[src/elm_pkg.sv]
// Shared constants, types and codes for the element-wise list merger.
package elm_pkg;

    localparam int MAX_LEN    = 64;
    localparam int ADDR_W     = (MAX_LEN > 1) ? $clog2(MAX_LEN) : 1;
    localparam int LEN_W      = $clog2(MAX_LEN + 1);
    localparam int VAL_W      = 32;
    localparam int FRAC_W     = 16;
    localparam int IP_W       = VAL_W - FRAC_W;
    localparam int SUM_W      = 37;
    localparam int ISUM_W     = 22;
    localparam int CNT_W      = 5;
    localparam int COUNT_FULL = 31;
    localparam int CMDQ_DEPTH = 2;

    localparam int CFG_IDX_W  = 2;
    localparam int CFG_DATA_W = 8;

    localparam logic [CFG_IDX_W-1:0] CFG_MERGE_ENABLE    = 2'd0;
    localparam logic [CFG_IDX_W-1:0] CFG_MERGE_MODE      = 2'd1;
    localparam logic [CFG_IDX_W-1:0] CFG_SIZE_CAP        = 2'd2;
    localparam logic [CFG_IDX_W-1:0] CFG_INTEGER_AVERAGE = 2'd3;

    localparam logic [2:0] MODE_APPEND  = 3'd0;
    localparam logic [2:0] MODE_HIGHEST = 3'd1;
    localparam logic [2:0] MODE_AVERAGE = 3'd4;

    typedef enum logic [1:0] {
        KIND_APPEND,
        KIND_HIGHEST,
        KIND_AVERAGE
    } merge_kind_t;

    typedef enum logic [2:0] {
        B_IDLE,
        B_FETCH,
        B_EVAL,
        B_DIVIDE,
        B_ROUND,
        B_SEND
    } back_state_t;

    // One per-index store entry; valid is false until the entry is written in this set
    typedef struct packed {
        logic                     valid;
        logic signed [VAL_W-1:0]  peak;
        logic signed [SUM_W-1:0]  sum;
        logic signed [ISUM_W-1:0] isum;
        logic [CNT_W-1:0]         cnt;
    } entry_t;

    typedef struct packed {
        logic              we;
        logic [ADDR_W-1:0] addr;
        entry_t            entry;
    } entry_wr_t;

    typedef struct packed {
        logic              we;
        logic [ADDR_W-1:0] addr;
        logic [VAL_W-1:0]  data;
    } cat_wr_t;

    // Drain command handed from front to back at end of set
    typedef struct packed {
        merge_kind_t      kind;
        logic [LEN_W-1:0] len;
        logic [LEN_W-1:0] cat_len;
        logic             ovf;
        logic             int_avg;
    } cmd_t;

endpackage

[src/elm_fifo.sv]
// Short command queue between the front end and the drain engine.
module elm_fifo (
    input  logic          clk,
    input  logic          rst_n,
    input  logic          push,
    input  elm_pkg::cmd_t din,
    output logic          full,
    input  logic          pop,
    output elm_pkg::cmd_t dout,
    output logic          empty
);

    localparam int PTR_W = (elm_pkg::CMDQ_DEPTH > 1) ? $clog2(elm_pkg::CMDQ_DEPTH) : 1;
    localparam int CNT_W = $clog2(elm_pkg::CMDQ_DEPTH + 1);

    elm_pkg::cmd_t     entries_reg [elm_pkg::CMDQ_DEPTH];
    logic [PTR_W-1:0]  wr_ptr_reg;
    logic [PTR_W-1:0]  rd_ptr_reg;
    logic [CNT_W-1:0]  count_reg;
    logic              do_push;
    logic              do_pop;

    assign full    = (count_reg == CNT_W'(elm_pkg::CMDQ_DEPTH));
    assign empty   = (count_reg == '0);
    assign do_push = push && !full;
    assign do_pop  = pop && !empty;
    assign dout    = entries_reg[rd_ptr_reg];

    always_ff @(posedge clk)
    begin
        if (do_push)
        begin
            entries_reg[wr_ptr_reg] <= din;
        end
    end

    always_ff @(posedge clk or negedge rst_n)
    begin
        if (!rst_n)
        begin
            wr_ptr_reg <= '0;
            rd_ptr_reg <= '0;
            count_reg  <= '0;
        end
        else
        begin
            if (do_push)
            begin
                wr_ptr_reg <= (wr_ptr_reg == PTR_W'(elm_pkg::CMDQ_DEPTH - 1)) ?
                              '0 : wr_ptr_reg + 1'b1;
            end
            if (do_pop)
            begin
                rd_ptr_reg <= (rd_ptr_reg == PTR_W'(elm_pkg::CMDQ_DEPTH - 1)) ?
                              '0 : rd_ptr_reg + 1'b1;
            end
            count_reg <= count_reg + CNT_W'(do_push) - CNT_W'(do_pop);
        end
    end

endmodule

[config.mk]
export PLATFORM = sky130hd
export DESIGN_NAME = elm_fifo
export DESIGN_NICKNAME = d
export VERILOG_FILES = /design/src/elm_pkg.sv /design/src/elm_fifo.sv
export SDC_FILE = /design/constraint.sdc
export NUM_CORES = 1
export LEC_CHECK = 0
export BUFFER_PORTS_ARGS = -buffer_cell sky130_fd_sc_hd__clkbuf_2
export CORE_UTILIZATION = 45
export DETAILED_ROUTE_END_ITERATION = 8
export PLACE_DENSITY = 0.71
export SYNTH_ARGS = -nofsm -noshare
export SYNTH_HDL_FRONTEND = slang
export SYNTH_SLANG_ARGS = --single-unit
[constraint.sdc]
create_clock -name clk -period 1.7 [get_ports clk]
set_clock_uncertainty 0.05 [all_clocks]
set_input_delay 0.17 -clock clk [delete_from_list [all_inputs] [get_ports clk]]
set_output_delay 0.17 -clock clk [all_outputs]
set_load 0.01 [all_outputs]
After elaboration in Yosys (flattened, before gate mapping)
Memory sizes are Yosys's and may differ from the RTL's. Cells that the tools add are included.

Flip-flop bits (word level): 4. Memory bits (writable): 36. Input port bits: 22. Word-level logic and storage cells: 18. Memories kept: 1.

$add $sub $neg: 4. Eq/ne operators: 1. Multiplexer cells: 4. Reductions and logical operators: 5.

Memory list: entries_reg (words 2, bits a word 18, rd ports 1, clocked after Yosys merged registers in 0, write ports 1, RTL line elm_fifo.sv:16) `elm_pkg::cmd_t entries_reg [elm_pkg::CMDQ_DEPTH];`.

Operator list (number): two-way mux 1 bit (4); adder 1 bit, second input constant (2); adder 2 x 1 -> 2 bit (1); == test 2 bit, second input constant (1); logical AND 1 bit (2); logical NOT 1 bit (2); logical NOT 2 bit (1); subtractor 2 x 1 -> 2 bit (1).

Depth between registers and ports, before layout
Depth in word-level cells: 5. Depth in mapped cells: 7. Depth with buffers taken out: 7.

Worst setup path after synthesis
OpenSTA, ideal clock, no wires.

Path kind: reg-to-reg. From: register count_reg[1]. To: memory entries_reg[0][0] (netlist name) (enable). Setup time: 0.392 ns. Arrival time: 1.372 ns. Data required time: 1.258 ns. Path slack: -0.115 ns. Cell stages (with the launch flop): 4. Path buffers: 0. Period minus slack after synthesis: 1.815 ns. Path through: dfrtp_1 nand2b_1 nand2_1 nor2_1.

Longest elaborated chain between the ends: 5.

RTL lines: start: declaration (RTL line elm_fifo.sv:19) `logic [CNT_W-1:0] count_reg;`; start signal: assignment (RTL line elm_fifo.sv:57) `count_reg <= count_reg + CNT_W'(do_push) - CNT_W'(do_pop);`; == test 2 bit (RTL line elm_fifo.sv:23) `assign full = (count_reg == CNT_W'(elm_pkg::CMDQ_DEPTH));`; logical NOT 1 bit (RTL line elm_fifo.sv:25) `assign do_push = push && !full;`; logical AND 1 bit (RTL line elm_fifo.sv:25); two-way mux 1 bit (RTL line elm_fifo.sv:31) `if (do_push)`; two-way mux 1 bit (implied by the code) (RTL line elm_fifo.sv:33) `entries_reg[wr_ptr_reg] <= din;`; end: declaration (RTL line elm_fifo.sv:16).

Every way passes these cells.

==> impl_results.rst <==
.. list-table::
   :header-rows: 1

   * - Metric
     - Value
   * - Via count
     - 876
   * - Number of warnings reported in the yosys synthesis log
     - 0
   * - Starting utilization of the core area
     - 49.13%
   * - Required time worst endpoint
     - 1480 ps
   * - Area added between synthesis and finish
     - 35.70%
   * - Distinct cell type count after synthesis
     - 15
   * - Leakage power
     - 0.8746 nW
   * - Number of diodes added for antenna fixing
     - 0
   * - Proportion of register bits with asynchronous set or reset after synthesis
     - 10.00%
   * - Aggregate routed wire length
     - 2406 um
   * - Leftover overflow at the end of global routing
     - 0
   * - Post-synth EDFFs
     - 36
   * - Share of Yosys cell area claimed by the top area cell type
     - 69.79%
   * - Result of the run
     - complete, no violations
   * - Type of element capturing the critical path
     - primary output
   * - Worst min path class
     - input pin to register
   * - Setup Viol. Count Final
     - 0
   * - Reg2reg setup slack
     - 90 ps
   * - Utilization of the core after routing
     - 66.67%
   * - Area enclosed by the die boundary
     - 3681 um^2
   * - Total number of placement rows
     - 20
   * - Mean routed wirelength per cell
     - 12.66 um
   * - Synth Area per Inst
     - 20.93 um^2
   * - Fill cell instance count of the final layout
     - 240
   * - Quantity of I/O buffers inserted on ports
     - 41
   * - Minimum clock period after layout
     - 1638 ps
   * - Pin count of the biggest net entering global routing
     - 13
   * - Part of the Yosys area used for sequential elements
     - 76.25%
   * - Via count of the first global-routing pass
     - 889
   * - Worst vdd ir
     - 0.0009843 V
   * - Skew-Pair Late Insertion Delay
     - 330 ps
   * - Max Freq
     - 0.6107 GHz
   * - Worst slew margin relative to its limit
     - 88.26%
   * - Hold violation total from the final report
     - 0
   * - Clock tree from TritonCTS
     - yes
   * - Last weighted congestion value of the routability-driven placer
     - 0.6078
   * - Critical path class
     - register to primary output
   * - Number of standard cells after synthesis
     - 74
   * - Flip-flop cell with the highest count after synthesis
     - sky130_fd_sc_hd__edfxtp_1
   * - Dpl hpwl
     - 1738 um
   * - Number of design rule violations left after detail routing
     - 0
   * - First-pass GRT wire length
     - 3712 um
   * - Ranking of synthesized cells by instance count
     - 36 x sky130_fd_sc_hd__edfxtp_1, 9 x sky130_fd_sc_hd__mux2_2, 9 x sky130_fd_sc_hd__mux2_4
   * - CTS buffer count
     - 5
   * - Overall Power
     - 3.212 mW
   * - Cell accounting for the most synthesized area
     - sky130_fd_sc_hd__edfxtp_1
   * - Biggest area contributors in the synthesized netlist
     - sky130_fd_sc_hd__edfxtp_1 70%, sky130_fd_sc_hd__mux2_4 8.7%, sky130_fd_sc_hd__mux2_2 6.5%
   * - Count of pins on the block boundary
     - 42
   * - Die Span X
     - 60.67 um
   * - Number of buffers added for setup after CTS
     - 0
   * - Clock slew at reported path FFs
     - 100 ps
   * - Clk buf depth
     - 2
   * - Signal arrival time at the worst endpoint
     - 1420 ps
   * - Number of pins exceeding their max-slew limit in the final report
     - 0
   * - Power density of the placed cells
     - 1528 nW/um^2
   * - Clk Tree Root Cell
     - sky130_fd_sc_hd__clkbuf_4
   * - Measured slew at the worst slew-check pin
     - 175.5 ps
   * - Synthesis-stage register bit count
     - 40
   * - Number of flip-flops in the largest register
     - 36
   * - Largest fanout on the critical path
     - 9
   * - Unrepaired setup endpoints after global routing
     - true
   * - First-pass iteration count of the detailed router
     - 4
   * - H-tree level count
     - 2
   * - Launching element type of the critical path
     - register
   * - Antenna Violating Nets Remaining
     - 0
   * - Fraction of layout cells with a size suffix above 1
     - 52.05%
   * - Number of nets produced by synthesis
     - 98
   * - Most frequent cell after synthesis
     - sky130_fd_sc_hd__edfxtp_1
   * - Clk sink count
     - 40
   * - Final worst-path cycle share
     - 96.33%
   * - Area of the mapped netlist
     - 1549 um^2
   * - Overall fraction of global-route tracks in use
     - 14.91%
   * - Count of routing violations after the opening detailed-route iteration
     - 24
   * - Initial antenna violation count
     - 0
   * - Vias per cell
     - 4.611
   * - Number of maximum-capacitance violations
     - 0
   * - Net count, final
     - 169
   * - Core footprint
     - 3153 um^2
   * - Die height
     - 60.67 um
[logic make-up (layout without fill, tap and decap cells)]
kind of cell	Yosys count	after routing	share of synthesized area, %
muxes	18	18	15.27
DFF	40	40	76.25
xor gates and xnor gates	4	4	2.262
adders and majority gates	2	2	1.615
buffers and inverters	4	76	2.504
and+or+nand+nor	6	6	2.101
[final cells by class]
cell class	instances	area [um^2]	share of cell area, %
timing repair buffer	66	440.4	20.95
clock buffer	6	41.29	1.964
multi-input combinational	30	341.6	16.25
inverter	2	7.507	0.3571
clock inverter	2	35.03	1.667
sequential	40	1181	56.19
tap	44	55.05	2.619
[power by group]
group	internal, mW	switching [mW]	total (mW)
sequential	1.35	0.0857	1.44
combinational	0.619	0.560	1.18
clock	0.308	0.285	0.594
[metal layers]
layer  wire length (um)  GRT usage, %  vias to the layer above
met4                 42         6.818                        0
met3                109         5.757                        5
li1                   -             -                      421
met2               1301         26.06                       24
met5                  0             0                        -
met1                953         15.95                      426
[through the flow]
| stage | setup TNS, ps | cells | area [um^2] | hold WS [ps] | worst slack (ps) |
|---|---|---|---|---|---|
| after floorplan | 0 | 74 | 1551 | -175.6 | 96.22 |
| after global placement | 0 | 163 | 1826 | -69.82 | 187.6 |
| after detailed placement | 0 | 163 | 1826 | -66.39 | 66.39 |
| after CTS | 0 | 190 | 2092 | 93.70 | 33.06 |
| after global routing | -55.01 | 190 | 2102 | 70.63 | -12.33 |
| final | 0 | 190 | 2102 | 79.15 | 62.46 |
[placed cells by master (no fill, tap or decap)]
| cell | count |
|---|---|
| sky130_fd_sc_hd__and3_1 | 1 |
| sky130_fd_sc_hd__buf_4 | 6 |
| sky130_fd_sc_hd__bufinv_16 | 1 |
| sky130_fd_sc_hd__clkbuf_1 | 1 |
| sky130_fd_sc_hd__clkbuf_2 | 41 |
| sky130_fd_sc_hd__clkbuf_4 | 5 |
| sky130_fd_sc_hd__clkinv_2 | 1 |
| sky130_fd_sc_hd__dfrtp_1 | 4 |
| sky130_fd_sc_hd__dlygate4sd3_1 | 19 |
| sky130_fd_sc_hd__edfxtp_1 | 36 |
| sky130_fd_sc_hd__ha_1 | 2 |
| sky130_fd_sc_hd__inv_1 | 2 |
| sky130_fd_sc_hd__mux2_2 | 9 |
| sky130_fd_sc_hd__mux2_4 | 9 |
| sky130_fd_sc_hd__nand2_2 | 1 |
| sky130_fd_sc_hd__nand2b_1 | 1 |
| sky130_fd_sc_hd__nor2_1 | 1 |
| sky130_fd_sc_hd__nor2_2 | 1 |
| sky130_fd_sc_hd__nor2b_2 | 1 |
| sky130_fd_sc_hd__xnor2_1 | 2 |
| sky130_fd_sc_hd__xnor2_2 | 1 |
| sky130_fd_sc_hd__xor2_1 | 1 |
[worst max-delay path, cell delays in order, from the launching register on]
cell and delay [ps]:
sky130_fd_sc_hd__dfrtp_1 400, sky130_fd_sc_hd__buf_4 200, sky130_fd_sc_hd__mux2_2 350, sky130_fd_sc_hd__clkbuf_2 130
[what timing repair did]
action | 4_1_cts | 5_1_grt
setup endpoints to repair | 0 | 9
hold endpoints to repair | 40 | 0
hold buffers | 19 | 0
resized for setup | 0 | 2
[final timing paths]
path,start,end,cells past startpoint
max,rd_ptr_reg,dout[5],3
min,push,wr_ptr_reg,3
max in group asynchronous,rst_n,rd_ptr_reg,2
min reg2reg,rd_ptr_reg,rd_ptr_reg,1
max reg2reg,count_reg[1],count_reg[1],7
min in group asynchronous,rst_n,wr_ptr_reg,2
No activity file was read; power rests on OpenSTA's default activity.
