$ cat src/elm_pkg.sv
// Shared constants, types and codes for the element-wise list merger.
package elm_pkg;

    localparam int MAX_LEN    = 64;
    localparam int ADDR_W     = (MAX_LEN > 1) ? $clog2(MAX_LEN) : 1;
    localparam int LEN_W      = $clog2(MAX_LEN + 1);
    localparam int VAL_W      = 32;
    localparam int FRAC_W     = 16;
    localparam int IP_W       = VAL_W - FRAC_W;
    localparam int SUM_W      = 37;
    localparam int ISUM_W     = 22;
    localparam int CNT_W      = 5;
    localparam int COUNT_FULL = 31;
    localparam int CMDQ_DEPTH = 2;

    localparam int CFG_IDX_W  = 2;
    localparam int CFG_DATA_W = 8;

    localparam logic [CFG_IDX_W-1:0] CFG_MERGE_ENABLE    = 2'd0;
    localparam logic [CFG_IDX_W-1:0] CFG_MERGE_MODE      = 2'd1;
    localparam logic [CFG_IDX_W-1:0] CFG_SIZE_CAP        = 2'd2;
    localparam logic [CFG_IDX_W-1:0] CFG_INTEGER_AVERAGE = 2'd3;

    localparam logic [2:0] MODE_APPEND  = 3'd0;
    localparam logic [2:0] MODE_HIGHEST = 3'd1;
    localparam logic [2:0] MODE_AVERAGE = 3'd4;

    typedef enum logic [1:0] {
        KIND_APPEND,
        KIND_HIGHEST,
        KIND_AVERAGE
    } merge_kind_t;

    typedef enum logic [2:0] {
        B_IDLE,
        B_FETCH,
        B_EVAL,
        B_DIVIDE,
        B_ROUND,
        B_SEND
    } back_state_t;

    // One per-index store entry; valid is false until the entry is written in this set
    typedef struct packed {
        logic                     valid;
        logic signed [VAL_W-1:0]  peak;
        logic signed [SUM_W-1:0]  sum;
        logic signed [ISUM_W-1:0] isum;
        logic [CNT_W-1:0]         cnt;
    } entry_t;

    typedef struct packed {
        logic              we;
        logic [ADDR_W-1:0] addr;
        entry_t            entry;
    } entry_wr_t;

    typedef struct packed {
        logic              we;
        logic [ADDR_W-1:0] addr;
        logic [VAL_W-1:0]  data;
    } cat_wr_t;

    // Drain command handed from front to back at end of set
    typedef struct packed {
        merge_kind_t      kind;
        logic [LEN_W-1:0] len;
        logic [LEN_W-1:0] cat_len;
        logic             ovf;
        logic             int_avg;
    } cmd_t;

endpackage

$ cat src/elm_if.sv
// Channel interfaces: input items, result items and configuration writes.
interface elm_in_if;
    logic                             valid;
    logic                             ready;
    logic signed [elm_pkg::VAL_W-1:0] element_value;
    logic                             end_of_list;
    logic                             empty_marker;
    logic                             end_of_set;

    modport source (output valid, element_value, end_of_list, empty_marker, end_of_set,
                    input ready);
    modport sink   (input valid, element_value, end_of_list, empty_marker, end_of_set,
                    output ready);
endinterface


interface elm_cfg_if;
    logic                                valid;
    logic                                ready;
    logic [elm_pkg::CFG_IDX_W-1:0]       index;
    logic [elm_pkg::CFG_DATA_W-1:0]      data;

    modport source (output valid, index, data, input ready);
    modport sink   (input valid, index, data, output ready);
endinterface

$ cat src/elm_front.sv
// Front end: configuration registers, item intake and per-index accumulate.
module elm_front (
    input  logic                       clk,
    input  logic                       rst_n,
    elm_in_if.sink                     items,
    elm_cfg_if.sink                    cfg,
    input  logic                       drain_done,
    input  logic                       cmd_full,
    output logic                       cmd_push,
    output elm_pkg::cmd_t              cmd,
    output logic [elm_pkg::ADDR_W-1:0] rd_addr,
    input  elm_pkg::entry_t            rd_entry,
    output elm_pkg::entry_wr_t         entry_wr,
    output elm_pkg::cat_wr_t           cat_wr
);

    localparam int LW = elm_pkg::LEN_W;

    logic                              merge_enable_reg;
    logic [2:0]                        merge_mode_reg;
    logic signed [7:0]                 size_cap_reg;
    logic                              int_avg_reg;

    logic                              busy_reg, busy_next;
    logic [LW-1:0]                     position_reg, position_next;
    logic [LW-1:0]                     longest_reg, longest_next;
    logic [LW-1:0]                     wr_index_reg, wr_index_next;
    logic                              dropped_reg, dropped_next;
    logic                              cat_dropped_reg, cat_dropped_next;

    logic                              s1_valid_reg;
    logic                              s1_upd_reg;
    logic                              s1_eos_reg;
    logic [elm_pkg::ADDR_W-1:0]        s1_addr_reg;
    logic signed [elm_pkg::VAL_W-1:0]  s1_value_reg;
    elm_pkg::cmd_t                     s1_cmd_reg, s1_cmd_next;

    logic                              fwd_reg, fwd_next;
    elm_pkg::entry_t                   fwd_entry_reg;

    logic                              accept;
    logic                              has_elem;
    logic                              in_range;
    logic                              cat_ok;
    logic [LW-1:0]                     pos_after;
    logic [LW-1:0]                     longest_after;
    logic [LW-1:0]                     wr_after;
    logic                              drop_after;
    logic                              cat_drop_after;
    logic [2:0]                        mode_eff;
    logic [6:0]                        cap_mag;
    logic                              cap_over;

    elm_pkg::entry_t                   old;
    elm_pkg::entry_t                   upd;
    logic [elm_pkg::CNT_W-1:0]         old_cnt;
    logic                              first;
    logic signed [elm_pkg::IP_W-1:0]   ip_raw;
    logic signed [elm_pkg::IP_W-1:0]   ip;

    assign cfg.ready   = 1'b1;
    assign items.ready = !busy_reg && !cmd_full;
    assign accept      = items.valid && items.ready;

    always_ff @(posedge clk or negedge rst_n)
    begin
        if (!rst_n)
        begin
            merge_enable_reg <= 1'b0;
            merge_mode_reg   <= elm_pkg::MODE_APPEND;
            size_cap_reg     <= -8'sd1;
            int_avg_reg      <= 1'b0;
        end
        else if (cfg.valid)
        begin
            case (cfg.index)
                elm_pkg::CFG_MERGE_ENABLE:    merge_enable_reg <= cfg.data[0];
                elm_pkg::CFG_MERGE_MODE:      merge_mode_reg   <= cfg.data[2:0];
                elm_pkg::CFG_SIZE_CAP:        size_cap_reg     <= cfg.data;
                elm_pkg::CFG_INTEGER_AVERAGE: int_avg_reg      <= cfg.data[0];
                default:                      ;
            endcase
        end
    end

    // Intake bookkeeping and drain command
    always_comb
    begin
        has_elem       = !items.empty_marker;
        in_range       = position_reg < LW'(elm_pkg::MAX_LEN);
        cat_ok         = wr_index_reg < LW'(elm_pkg::MAX_LEN);
        pos_after      = (has_elem && in_range) ? position_reg + 1'b1 : position_reg;
        longest_after  = (pos_after > longest_reg) ? pos_after : longest_reg;
        wr_after       = (has_elem && cat_ok) ? wr_index_reg + 1'b1 : wr_index_reg;
        drop_after     = dropped_reg || (has_elem && !in_range);
        cat_drop_after = cat_dropped_reg || (has_elem && !cat_ok);

        mode_eff = merge_enable_reg ? merge_mode_reg : elm_pkg::MODE_APPEND;
        cap_mag  = size_cap_reg[6:0];
        cap_over = {1'b0, cap_mag} > 8'(elm_pkg::MAX_LEN);

        s1_cmd_next.int_avg = int_avg_reg;
        s1_cmd_next.cat_len = wr_after;
        if (mode_eff == elm_pkg::MODE_HIGHEST || mode_eff == elm_pkg::MODE_AVERAGE)
        begin
            s1_cmd_next.kind = (mode_eff == elm_pkg::MODE_HIGHEST) ?
                               elm_pkg::KIND_HIGHEST : elm_pkg::KIND_AVERAGE;
            s1_cmd_next.len  = longest_after;
            s1_cmd_next.ovf  = drop_after;
        end
        else if (!size_cap_reg[7])
        begin
            s1_cmd_next.kind = elm_pkg::KIND_APPEND;
            s1_cmd_next.len  = cap_over ? LW'(elm_pkg::MAX_LEN) : LW'(cap_mag);
            s1_cmd_next.ovf  = cat_drop_after && cap_over;
        end
        else
        begin
            s1_cmd_next.kind = elm_pkg::KIND_APPEND;
            s1_cmd_next.len  = wr_after;
            s1_cmd_next.ovf  = cat_drop_after;
        end

        position_next    = position_reg;
        longest_next     = longest_reg;
        wr_index_next    = wr_index_reg;
        dropped_next     = dropped_reg;
        cat_dropped_next = cat_dropped_reg;
        busy_next        = busy_reg;
        if (drain_done)
        begin
            busy_next = 1'b0;
        end
        if (accept)
        begin
            if (items.end_of_set)
            begin
                position_next    = '0;
                longest_next     = '0;
                wr_index_next    = '0;
                dropped_next     = 1'b0;
                cat_dropped_next = 1'b0;
                busy_next        = 1'b1;
            end
            else
            begin
                position_next    = (items.empty_marker || items.end_of_list) ? '0 : pos_after;
                longest_next     = longest_after;
                wr_index_next    = wr_after;
                dropped_next     = drop_after;
                cat_dropped_next = cat_drop_after;
            end
        end

        rd_addr      = position_reg[elm_pkg::ADDR_W-1:0];
        cat_wr.we    = accept && has_elem && cat_ok;
        cat_wr.addr  = wr_index_reg[elm_pkg::ADDR_W-1:0];
        cat_wr.data  = items.element_value;
    end

    // Read-modify-write of the per-index entry, in the cycle after intake
    always_comb
    begin
        old     = fwd_reg ? fwd_entry_reg : rd_entry;
        old_cnt = old.valid ? old.cnt : '0;
        first   = (old_cnt == '0);
        ip_raw  = s1_value_reg[elm_pkg::VAL_W-1:elm_pkg::FRAC_W];
        // truncate toward zero: floor plus one for negatives with a fraction
        ip      = ip_raw + elm_pkg::IP_W'(s1_value_reg[elm_pkg::VAL_W-1] &&
                                          (s1_value_reg[elm_pkg::FRAC_W-1:0] != '0));

        upd       = old;
        upd.valid = 1'b1;
        if (first || s1_value_reg > old.peak)
        begin
            upd.peak = s1_value_reg;
        end
        if (first)
        begin
            upd.sum  = '0;
            upd.isum = '0;
        end
        if (old_cnt < elm_pkg::CNT_W'(elm_pkg::COUNT_FULL))
        begin
            upd.sum  = upd.sum + elm_pkg::SUM_W'(s1_value_reg);
            upd.isum = upd.isum + elm_pkg::ISUM_W'(ip);
            upd.cnt  = old_cnt + 1'b1;
        end

        entry_wr.we    = s1_valid_reg && s1_upd_reg;
        entry_wr.addr  = s1_addr_reg;
        entry_wr.entry = upd;

        fwd_next = entry_wr.we && accept && has_elem && in_range &&
                   (position_reg[elm_pkg::ADDR_W-1:0] == s1_addr_reg);

        cmd_push = s1_valid_reg && s1_eos_reg;
        cmd      = s1_cmd_reg;
    end

    always_ff @(posedge clk or negedge rst_n)
    begin
        if (!rst_n)
        begin
            busy_reg        <= 1'b0;
            position_reg    <= '0;
            longest_reg     <= '0;
            wr_index_reg    <= '0;
            dropped_reg     <= 1'b0;
            cat_dropped_reg <= 1'b0;
            s1_valid_reg    <= 1'b0;
            fwd_reg         <= 1'b0;
        end
        else
        begin
            busy_reg        <= busy_next;
            position_reg    <= position_next;
            longest_reg     <= longest_next;
            wr_index_reg    <= wr_index_next;
            dropped_reg     <= dropped_next;
            cat_dropped_reg <= cat_dropped_next;
            s1_valid_reg    <= accept;
            fwd_reg         <= fwd_next;
        end
    end

    always_ff @(posedge clk)
    begin
        if (accept)
        begin
            s1_upd_reg   <= has_elem && in_range;
            s1_eos_reg   <= items.end_of_set;
            s1_addr_reg  <= position_reg[elm_pkg::ADDR_W-1:0];
            s1_value_reg <= items.element_value;
            s1_cmd_reg   <= s1_cmd_next;
        end
        fwd_entry_reg <= upd;
    end

endmodule

$ cat src/flat_wrapper.sv
// flat-port wrapper written by rule: the top's interface ports become plain ports
module elm_front_flat 
  (clk, rst_n, drain_done, cmd_full, cmd_push, cmd, rd_addr, rd_entry, entry_wr, cat_wr, items_valid, items_element_value, items_end_of_list, items_empty_marker, items_end_of_set, items_ready, cfg_valid, cfg_index, cfg_data, cfg_ready);
  elm_in_if items_i ();
  elm_cfg_if cfg_i ();
  input  logic clk;
  input  logic rst_n;
  input  logic drain_done;
  input  logic cmd_full;
  output logic cmd_push;
  output elm_pkg::cmd_t cmd;
  output logic [elm_pkg::ADDR_W-1:0] rd_addr;
  input  elm_pkg::entry_t rd_entry;
  output elm_pkg::entry_wr_t entry_wr;
  output elm_pkg::cat_wr_t cat_wr;
  input wire logic [$bits(items_i.valid)-1:0] items_valid;
  input wire logic [$bits(items_i.element_value)-1:0] items_element_value;
  input wire logic [$bits(items_i.end_of_list)-1:0] items_end_of_list;
  input wire logic [$bits(items_i.empty_marker)-1:0] items_empty_marker;
  input wire logic [$bits(items_i.end_of_set)-1:0] items_end_of_set;
  output wire logic [$bits(items_i.ready)-1:0] items_ready;
  input wire logic [$bits(cfg_i.valid)-1:0] cfg_valid;
  input wire logic [$bits(cfg_i.index)-1:0] cfg_index;
  input wire logic [$bits(cfg_i.data)-1:0] cfg_data;
  output wire logic [$bits(cfg_i.ready)-1:0] cfg_ready;
  assign items_i.valid = items_valid;
  assign items_i.element_value = items_element_value;
  assign items_i.end_of_list = items_end_of_list;
  assign items_i.empty_marker = items_empty_marker;
  assign items_i.end_of_set = items_end_of_set;
  assign items_ready = items_i.ready;
  assign cfg_i.valid = cfg_valid;
  assign cfg_i.index = cfg_index;
  assign cfg_i.data = cfg_data;
  assign cfg_ready = cfg_i.ready;
  elm_front u_core (.clk(clk), .rst_n(rst_n), .items(items_i), .cfg(cfg_i), .drain_done(drain_done), .cmd_full(cmd_full), .cmd_push(cmd_push), .cmd(cmd), .rd_addr(rd_addr), .rd_entry(rd_entry), .entry_wr(entry_wr), .cat_wr(cat_wr));
endmodule
$ cat config.mk
export PLATFORM = sky130hd
export DESIGN_NAME = elm_front_flat
export DESIGN_NICKNAME = d
export VERILOG_FILES = /design/src/elm_pkg.sv /design/src/elm_if.sv /design/src/elm_front.sv /design/src/flat_wrapper.sv
export SDC_FILE = /design/constraint.sdc
export NUM_CORES = 1
export LEC_CHECK = 0
export BUFFER_PORTS_ARGS = -buffer_cell sky130_fd_sc_hd__clkbuf_2
export CORE_MARGIN = 2
export CORE_UTILIZATION = 55
export DETAILED_ROUTE_END_ITERATION = 10
export PLACE_DENSITY_LB_ADDON = 0.15
export SYNTH_ARGS = -nofsm -noshare
export SYNTH_HDL_FRONTEND = slang
export SYNTH_SLANG_ARGS = --single-unit
$ cat constraint.sdc
create_clock -name clk -period 17 [get_ports clk]
set_clock_uncertainty 0.15 [all_clocks]
set_input_delay 3.4 -clock clk [delete_from_list [all_inputs] [get_ports clk]]
set_output_delay 3.4 -clock clk [all_outputs]
set_load 0.01 [all_outputs]
Word level (Yosys, flattened, before mapping). Index checks and enable logic that the tools add are counted.

Bits in registers: 193. Input port bits: 148.

Add/subtract/negate cells: 6. Order comparisons: 6. Equality and inequality tests: 6. Multiplexer cells: 24. Reductions and logical operators: 33.

Operators with widths (number): $mux W97 (1); $mux W64 (1); $mux W7 (9); $mux W59 (1); $add A37 B32 Y37 (1); $gt A32 B32 Y1 (1); $mux W32 (1); $add A22 B16 Y22 (1); $add A16 B1 Y16 (1); $logic_and A1 B1 Y1 (16); $reduce_bool A16 Y1 (1); $add A7 B1 Y7 const B (2); $lt A7 B7 Y1 const B (2); $mux W9 (1); $reduce_and A2 Y1 (4); $gt A7 B7 Y1 (1); $gt A7 B7 Y1 const B (1); $mux W1 (7); $eq A6 B6 Y1 (1); $add A5 B1 Y5 const B (1); $logic_not A1 Y1 (5); $logic_not A5 Y1 (1); $logic_or A1 B1 Y1 (5); $lt A5 B5 Y1 const B (1); other kinds (8) (9).

Logic depth before layout (Yosys ltp). Gate-level depths: netlist (run 1).

Depth after elaboration: 7. Depth in mapped cells: 22.

Worst setup path after synthesis (run 1). Ideal clock, no wire load.

Path kind: input-to-output. Start: input port rd_entry[96] in the netlist's numbering. End: output port entry_wr[23] in the netlist's numbering. Arrival: 7.150 ns. Path slack: 6.300 ns. Stages: 18. Path buffers: 3. Cell sequence: nor2b_1 -> a22oi_1 -> and4_1 -> buf_2 -> clkbuf_1 -> buf_1 -> nor2_1 -> ha_1 -> fa_1 -> a21o_1 -> a211oi_1 -> nor3_1 -> o21ai_0 -> nand3_1 -> a211o_1 -> a21oi_1 -> xor2_1 -> o21ai_0.

RTL lines: from (decl) (line flat_wrapper.sv:13) `input elm_pkg::entry_t rd_entry;`; to (decl) (line flat_wrapper.sv:14) `output elm_pkg::entry_wr_t entry_wr;`.

==> results of run 1 <==
==> per-layer routing <==
metal / track usage / up-vias / part of all wire
li1: - / 5290 / -
met5: 0 / - / 0
met3: 0.04735 / 54 / 0.069
met1: 0.3709 / 5158 / 0.44
met2: 0.4639 / 378 / 0.47
met4: 0.09043 / 0 / 0.023
==> area by class of cell <==
class | count | area share
multi-input cells | 996 | 0.4890
flip-flops and latches | 193 | 0.3169
repair buffers | 322 | 0.1109
clock buffers | 17 | 0.02897
well taps | 285 | 0.02428
inverters | 62 | 0.01619
clock inverters | 15 | 0.01355
diodes | 1 | 0.0001704
==> final timing paths <==
check | from | end | slack (ps) | cells after the start
setup / recovery | rd_entry[96] | entry_wr[61] | 5520 | 17
hold / removal | u_core.int_avg_reg | u_core.cmd[0] | 320 | 0
setup reg to reg | u_core.fwd_reg | u_core.fwd_entry_reg[64] | 11200 | 14
hold reg to reg | u_core.int_avg_reg | u_core.cmd[0] | 320 | 0
max in group asynchronous | rst_n | u_core.fwd_reg | 13000 | 1
min in group asynchronous | rst_n | u_core.wr_index_reg[1] | 2950 | 1
==> cells in the final DEF, fill, tap and decap left out, types with 4 or more instances in the layout <==
cell type  synthesis  routed
o21bai_1          14      14
clkinv_8           0       5
o21ai_0           61      61
clkbuf_2           0     315
a31oi_1            5       5
nor2b_1            6       6
ha_1             101     101
o22ai_1           10      10
nor3b_1            9       8
nand2_1           91      90
dfrtp_1           31      30
nor2_1           133     133
a21oi_1          103     103
dfstp_2            8       8
xnor2_1           53      53
o211ai_1           5       5
mux2_2            19      19
nand4_1           15      15
and3_1             7       7
clkbuf_16          0      17
nor4_1             8       8
dfxtp_1           96      96
nand2b_1          11      11
edfxtp_1          58      58
xor2_1            28      28
mux2i_1          136     136
buf_4             46       7
nor3_1            20      20
nand3_1           26      26
a22oi_1            4       4
a211oi_1          13      13
inv_1             61      60
o21a_1             6       6
a22o_1            11      11
o31ai_1            7       7
a21o_1            32      32
==> cells by family after synthesis <==
kind of cell | after synthesis
buffers and inverters | 155
XOR/XNOR | 81
AO/OA/AOI/OAI | 307
multiplexers | 155
other | 1
AND/OR/NAND/NOR | 348
flip-flops | 193
adder cells (fa/ha/maj) | 103
==> cells in the mapped netlist (26+ instances only) <==
cell,instances
mux2i_1,136
nor2_1,133
a21oi_1,103
ha_1,101
dfxtp_1,96
nand2_1,91
inv_1,61
o21ai_0,61
edfxtp_1,58
xnor2_1,53
buf_4,46
a21o_1,32
dfrtp_1,31
clkbuf_1,30
xor2_1,28
nand3_1,26
==> through the flow <==
stage | area, µm² | utilization | hold slack, ps
finish | 14680 | 0.6506 | 320.5
global route | 14680 | 0.6504 | 335.2
CTS | 14680 | 0.6504 | 318.4
detailed placement | 14060 | 0.6228 | 303.1
global placement | 14060 | 0.6228 | 306.7
floorplan | 12590 | - | 269.4
==> power breakdown <==
part / switching [µW] / total [µW] / internal (µW)
Combinational: 224 / 384 / 161
Sequential: 28.2 / 570 / 542
Clock: 221 / 425 / 204
Total: 473 / 1380 / 906
==> impl_metrics.csv, run 1 <==
group,metric,value,unit
run_status,status,"finished clean",
worst_setup_path,timing.setup.critical_path_class,"in -> out",
finish,drive_above_1_share,0.2498,
worst_setup_path,crit_buf_inv,3,
placement,portBuffers,315,
synth,synth_area,12590,µm²
synth,yosysWarningCount,0,
synth,most_common_flop_cell_mapped_by_yosys,"dfxtp_1",
synth,synthMuxAreaShare,0.1251,
finish,largest_register_ff_count,96,
finish,total_area_of_sequential_cells,4653,µm²
cts,cts_h_tree_depth,4,
synth,synthCells,1343,
sta,timing.final.setup_violations,0,
synth,synth.yosys.seq_area_share,0.3693,
cts,clockRootBuffer,"clkbuf_16",
synth,post_synth_fa_ha_maj_area_fraction,0.1036,
power_and_ir_drop,power.ir.vdd_worst,63.58,µV
floorplan,floorplan.die.height,155.3,µm
drt,detail-route-antenna-nets,0,
drt,drt-wirelength-per-cell,18.12,µm
cts,cts_tree,"done",
placement,routabilityCongestion,0.9633,
floorplan,floorplan.core_area,22570,µm²
finish,final_nets,1843,
cts,cts-buffers-inserted,17,
floorplan,std_cell_rows,55,
sta,final_period_minus_worst_setup_slack,11480,ps
power_and_ir_drop,power.density,93.91,nW/µm²
sta,timing.setup.tns,0,ps
synth,synth_xor_area_frac,0.05636,
synth,synth_compound_area_frac,0.1554,
synth,synth-edff-count,58,
power_and_ir_drop,power_leakage,0.006694,µW
cts,post_cts_buffers,0,
drt,totalWireLength,34.27,mm
grt,grt_max_degree,73,
worst_setup_path,critPathSlowestCell,"buf_4",
floorplan,ios,318,
sta,setup_ws,5518,ps
drt,dr_total_vias,10880,
floorplan,die-area,24110,µm²
synth,netlist.area_leader.share,0.1527,
drt,drt-initial-drc-count,670,
sta,final_min_period_over_clock_period,0.6754,
placement,place_hpwl,26.13,mm
worst_setup_path,worst_path_cell_chain,"clkbuf_2 > nor2b_1 > a22oi_1 > and4_2 > buf_4 > nor2_1 > ha_1 > nand4_1 > nor3_1 > nand3_1 > a211oi_1 > nor2_1 > o311ai_0 > a31oi_1 > xor2_1 > o21ai_0 > clkbuf_2",
worst_setup_path,path_delay_family,"compound AO/OA/AOI/OAI gates",
drt,avgViaCountPerCell,5.754,
cts,worst_path_clk_slew,80,ps
sta,max_slew_margin,0.2825,
cts,hold_buffers,0,
power_and_ir_drop,report.power.total,1379,µW
sta,worst_pin_slew,1073,ps
synth,yosysTopAreaCell,"dfxtp_1",
synth,yosys.cell_types.count,77,
grt,first_pass_grt_wire_length,53.05,mm
sta,fmax,87.10,MHz
finish,nFillCells,1944,
grt,grt_pass1_vias,10210,
grt,grt_overflow,0,
worst_setup_path,worst_setup_end_kind,"output port",
finish,multi_input_area,7181,µm²
cts,insertion_delay,460,ps
synth,dominant_cells_by_area_after_synthesis,"dfxtp_1 15%, edfxtp_1 14%, mux2i_1 11%, ha_1 10%, dfrtp_1 6.2%",
finish,area.growth.synth_to_final,16.65,%
floorplan,initial_core_util,0.5577,
worst_setup_path,critPathLaunchType,"primary input",
placement,post-place-cells,1858,
synth,synth_top_family_by_area,"compound AO/OA/AOI/OAI gates",
hold_path,worstHoldPathType,"reg -> reg",
worst_setup_path,critical-path-max-stage-delay,560,ps
cts,clock_sinks,193,
cts,cts_repair_resize_count,0,
cts,clk_path_buf_depth,2,
placement,detailedPlace.worstSlack,5528,ps
run,cap_viol_max_count,0,
sta,timing.final.hold_violations,0,
drt,drtPass1Iterations,5,
sta,unrepaired_setup_endpoints_after_global_routing,"no",
synth,ys_ff_latch,193,
grt,grt_antenna_before_repair,0,
finish,finish.cell_count_without_fillers,1891,
grt,track_usage,0.2784,
sta,timing_max_transition_violations_final,0,
worst_setup_path,cp.required,13450,ps
drt,remaining_drc_errors,0,
worst_setup_path,critPathMaxFanout,62,
synth,synth_area_per_cell,9.373,µm²
synth,synth-simple-area-share,0.1282,
synth,async_flop_share,0.2021,
worst_setup_path,worstPathArrival,7930,ps
floorplan,die_w,155.3,µm
No activity file was read; power rests on OpenSTA's default activity.
==> inputs of run 2 (changes only) <==
==> constraint.sdc (replaced) <==
create_clock -name clk -period 11.2 [get_ports clk]
set_clock_uncertainty 0.15 [all_clocks]
set_input_delay 2.24 -clock clk [delete_from_list [all_inputs] [get_ports clk]]
set_output_delay 2.24 -clock clk [all_outputs]
set_load 0.01 [all_outputs]
==> run 2 against run 1 <==
Against the previous run: final area hardly changed; clock power is 48% higher; setup slack worse by 3600 ps; critical path depth is 1 higher; global-route usage is 0.28 points higher; utilization hardly changed; die area stayed put; power is 51% higher; sequential power is 52% higher; largest cell class unchanged; first-iteration DRC count is 1.9% higher; register-to-register slack worse by 5900 ps; highest routed layer is now met5; worst hold slack better by 13 ps.
==> impl_metrics.csv, run 2 (synthesized netlist as in run 1, its figures left out) <==
group,metric,value,unit
grt,grt_overflow,0,
power_and_ir_drop,power.ir.vdd_worst,112.6,µV
worst_setup_path,worstPathArrival,6880,ps
finish,largest_register_ff_count,96,
drt,avgViaCountPerCell,5.772,
run_status,status,"finished clean",
worst_setup_path,crit_buf_inv,3,
sta,final_period_minus_worst_setup_slack,9266,ps
placement,detailedPlace.worstSlack,1964,ps
sta,timing_max_transition_violations_final,0,
sta,worst_pin_slew,1068,ps
worst_setup_path,worst_path_cell_chain,"clkbuf_2 > nor2b_1 > a22oi_1 > and4_2 > buf_4 > nor2_1 > ha_1 > fa_1 > a21o_1 > a211oi_1 > nor3_1 > o21ai_0 > nand3_1 > a211o_1 > a21oi_1 > xor2_1 > o21ai_0 > clkbuf_2",
hold_path,hold_depth,0,
drt,drt-wirelength-per-cell,18.17,µm
finish,finalCoreUtilization,0.6504,
worst_setup_path,critPathLaunchType,"primary input",
placement,portBuffers,315,
placement,place_hpwl,26.51,mm
sta,timing.final.hold_violations,0,
worst_setup_path,timing.setup.critical_path_class,"in -> out",
power_and_ir_drop,power.density,141.7,nW/µm²
sta,timing.final.setup_violations,0,
finish,area.growth.synth_to_final,16.63,%
floorplan,floorplan.die.height,155.3,µm
sta,timing.setup.tns,0,ps
worst_setup_path,critical-path-max-stage-delay,770,ps
floorplan,ios,318,
sta,unrepaired_setup_endpoints_after_global_routing,"no",
drt,remaining_drc_errors,0,
drt,drt-initial-drc-count,683,
finish,drive_above_1_share,0.2503,
drt,drtPass1Iterations,5,
finish,final_nets,1844,
power_and_ir_drop,netSwitchingPower,708.8,µW
run,cap_viol_max_count,0,
worst_setup_path,worst_setup_end_kind,"output port",
worst_setup_path,critPathSlowestCell,"and4_2",
finish,mostFrequentLayoutCells,"315 x clkbuf_2, 136 x mux2i_1, 133 x nor2_1, 103 x a21oi_1, 101 x ha_1",
sta,final_min_period_over_clock_period,0.8273,
hold_path,worstHoldPathType,"reg -> reg",
grt,grt_antenna_before_repair,3,
power_and_ir_drop,power.switching_fraction,0.3407,
grt,first_pass_grt_wire_length,53.61,mm
power_and_ir_drop,power.sequential.fraction,0.416,
floorplan,std_cell_rows,55,
cts,cts_tree,"done",
finish,finish.cell_count_without_fillers,1893,
floorplan,floorplan.core_area,22570,µm²
grt,grt_pass1_vias,10380,
placement,post-place-cells,1859,
placement,routabilityCongestion,1.003,
power_and_ir_drop,power_leakage,0.006686,µW
cts,insertion_delay,440,ps
drt,detail-route-antenna-nets,0,
power_and_ir_drop,combinationalPowerShare,0.281,
cts,hold_buffers,0,
finish,nFillCells,1951,
cts,post_cts_buffers,0,
drt,totalWireLength,34.40,mm
cts,clockRootBuffer,"clkbuf_16",
power_and_ir_drop,cellInternalPower,1371,µW
worst_setup_path,crit_cells,18,
cts,clk_path_buf_depth,2,
cts,clock_sinks,193,
worst_setup_path,r2r_cells,14,
grt,track_usage,0.2812,
floorplan,die-area,24110,µm²
worst_setup_path,critPathMaxFanout,36,
cts,worst_path_clk_slew,80,ps
drt,dr_total_vias,10930,
cts,cts_repair_resize_count,0,
sta,fmax,107.9,MHz
grt,grt_max_degree,73,
cts,cts_h_tree_depth,4,
floorplan,die_w,155.3,µm
worst_setup_path,path_delay_family,"compound AO/OA/AOI/OAI gates",
power_and_ir_drop,power_frac_clock,0.303,
cts,cts-buffers-inserted,17,
worst_setup_path,cp.required,8810,ps
finish,most_common_cell_after_layout_fill_and_taps_aside,"clkbuf_2",
sta,max_slew_margin,0.2856,
sta,setup_ws,1934,ps
floorplan,initial_core_util,0.5577,
run 2: power by group through the flow:
stage / logic (µW) / clock network [µW] / registers, µW
2_1_floorplan: 392 / 0 / 866
3_3_place_gp: 570 / 0 / 876
3_5_place_dp: 579 / 0 / 880
4_1_cts: 582 / 638 / 864
5_1_grt: 643 / 665 / 875
6_report: 584 / 631 / 865
run 2: metal layers:
layer | global-route usage | share of wire
met5 | 0 | 0.00038
met4 | 0.09786 | 0.022
met3 | 0.05738 | 0.071
met2 | 0.4626 | 0.47
met1 | 0.3705 | 0.44
run 2: path summary, 6_finish.rpt:
path,start,end,slack (ps)
max,rd_entry[96],entry_wr[23],1930
min,u_core.int_avg_reg,u_core.cmd[0],330
min in group asynchronous,rst_n,u_core.wr_index_reg[0],1690
max reg2reg,u_core.fwd_reg,u_core.fwd_entry_reg[64],5270
min reg2reg,u_core.int_avg_reg,u_core.cmd[0],330
max in group asynchronous,rst_n,u_core.fwd_reg,8810
run 2: layout make-up:
type / count / area (µm²) / share of cell area
inverters: 62 / 237.7 / 0.01619
diodes: 2 / 5.005 / 0.0003409
well taps: 285 / 356.6 / 0.02429
repair buffers: 323 / 1637 / 0.1115
clock inverters: 15 / 186.4 / 0.01270
clock buffers: 17 / 425.4 / 0.02898
multi-input cells: 996 / 7181 / 0.4891
flip-flops and latches: 193 / 4653 / 0.3169
run 2: through the flow:
stage | power, µW | hold slack, ps | instance area (µm²)
CTS | 2084 | 337.6 | 14680
detailed placement | 1458 | 316.4 | 14060
finish | 2080 | 333.7 | 14680
floorplan | 1258 | 269.4 | 12590
global placement | 1446 | 311.5 | 14060
global route | 2183 | 351.8 | 14680
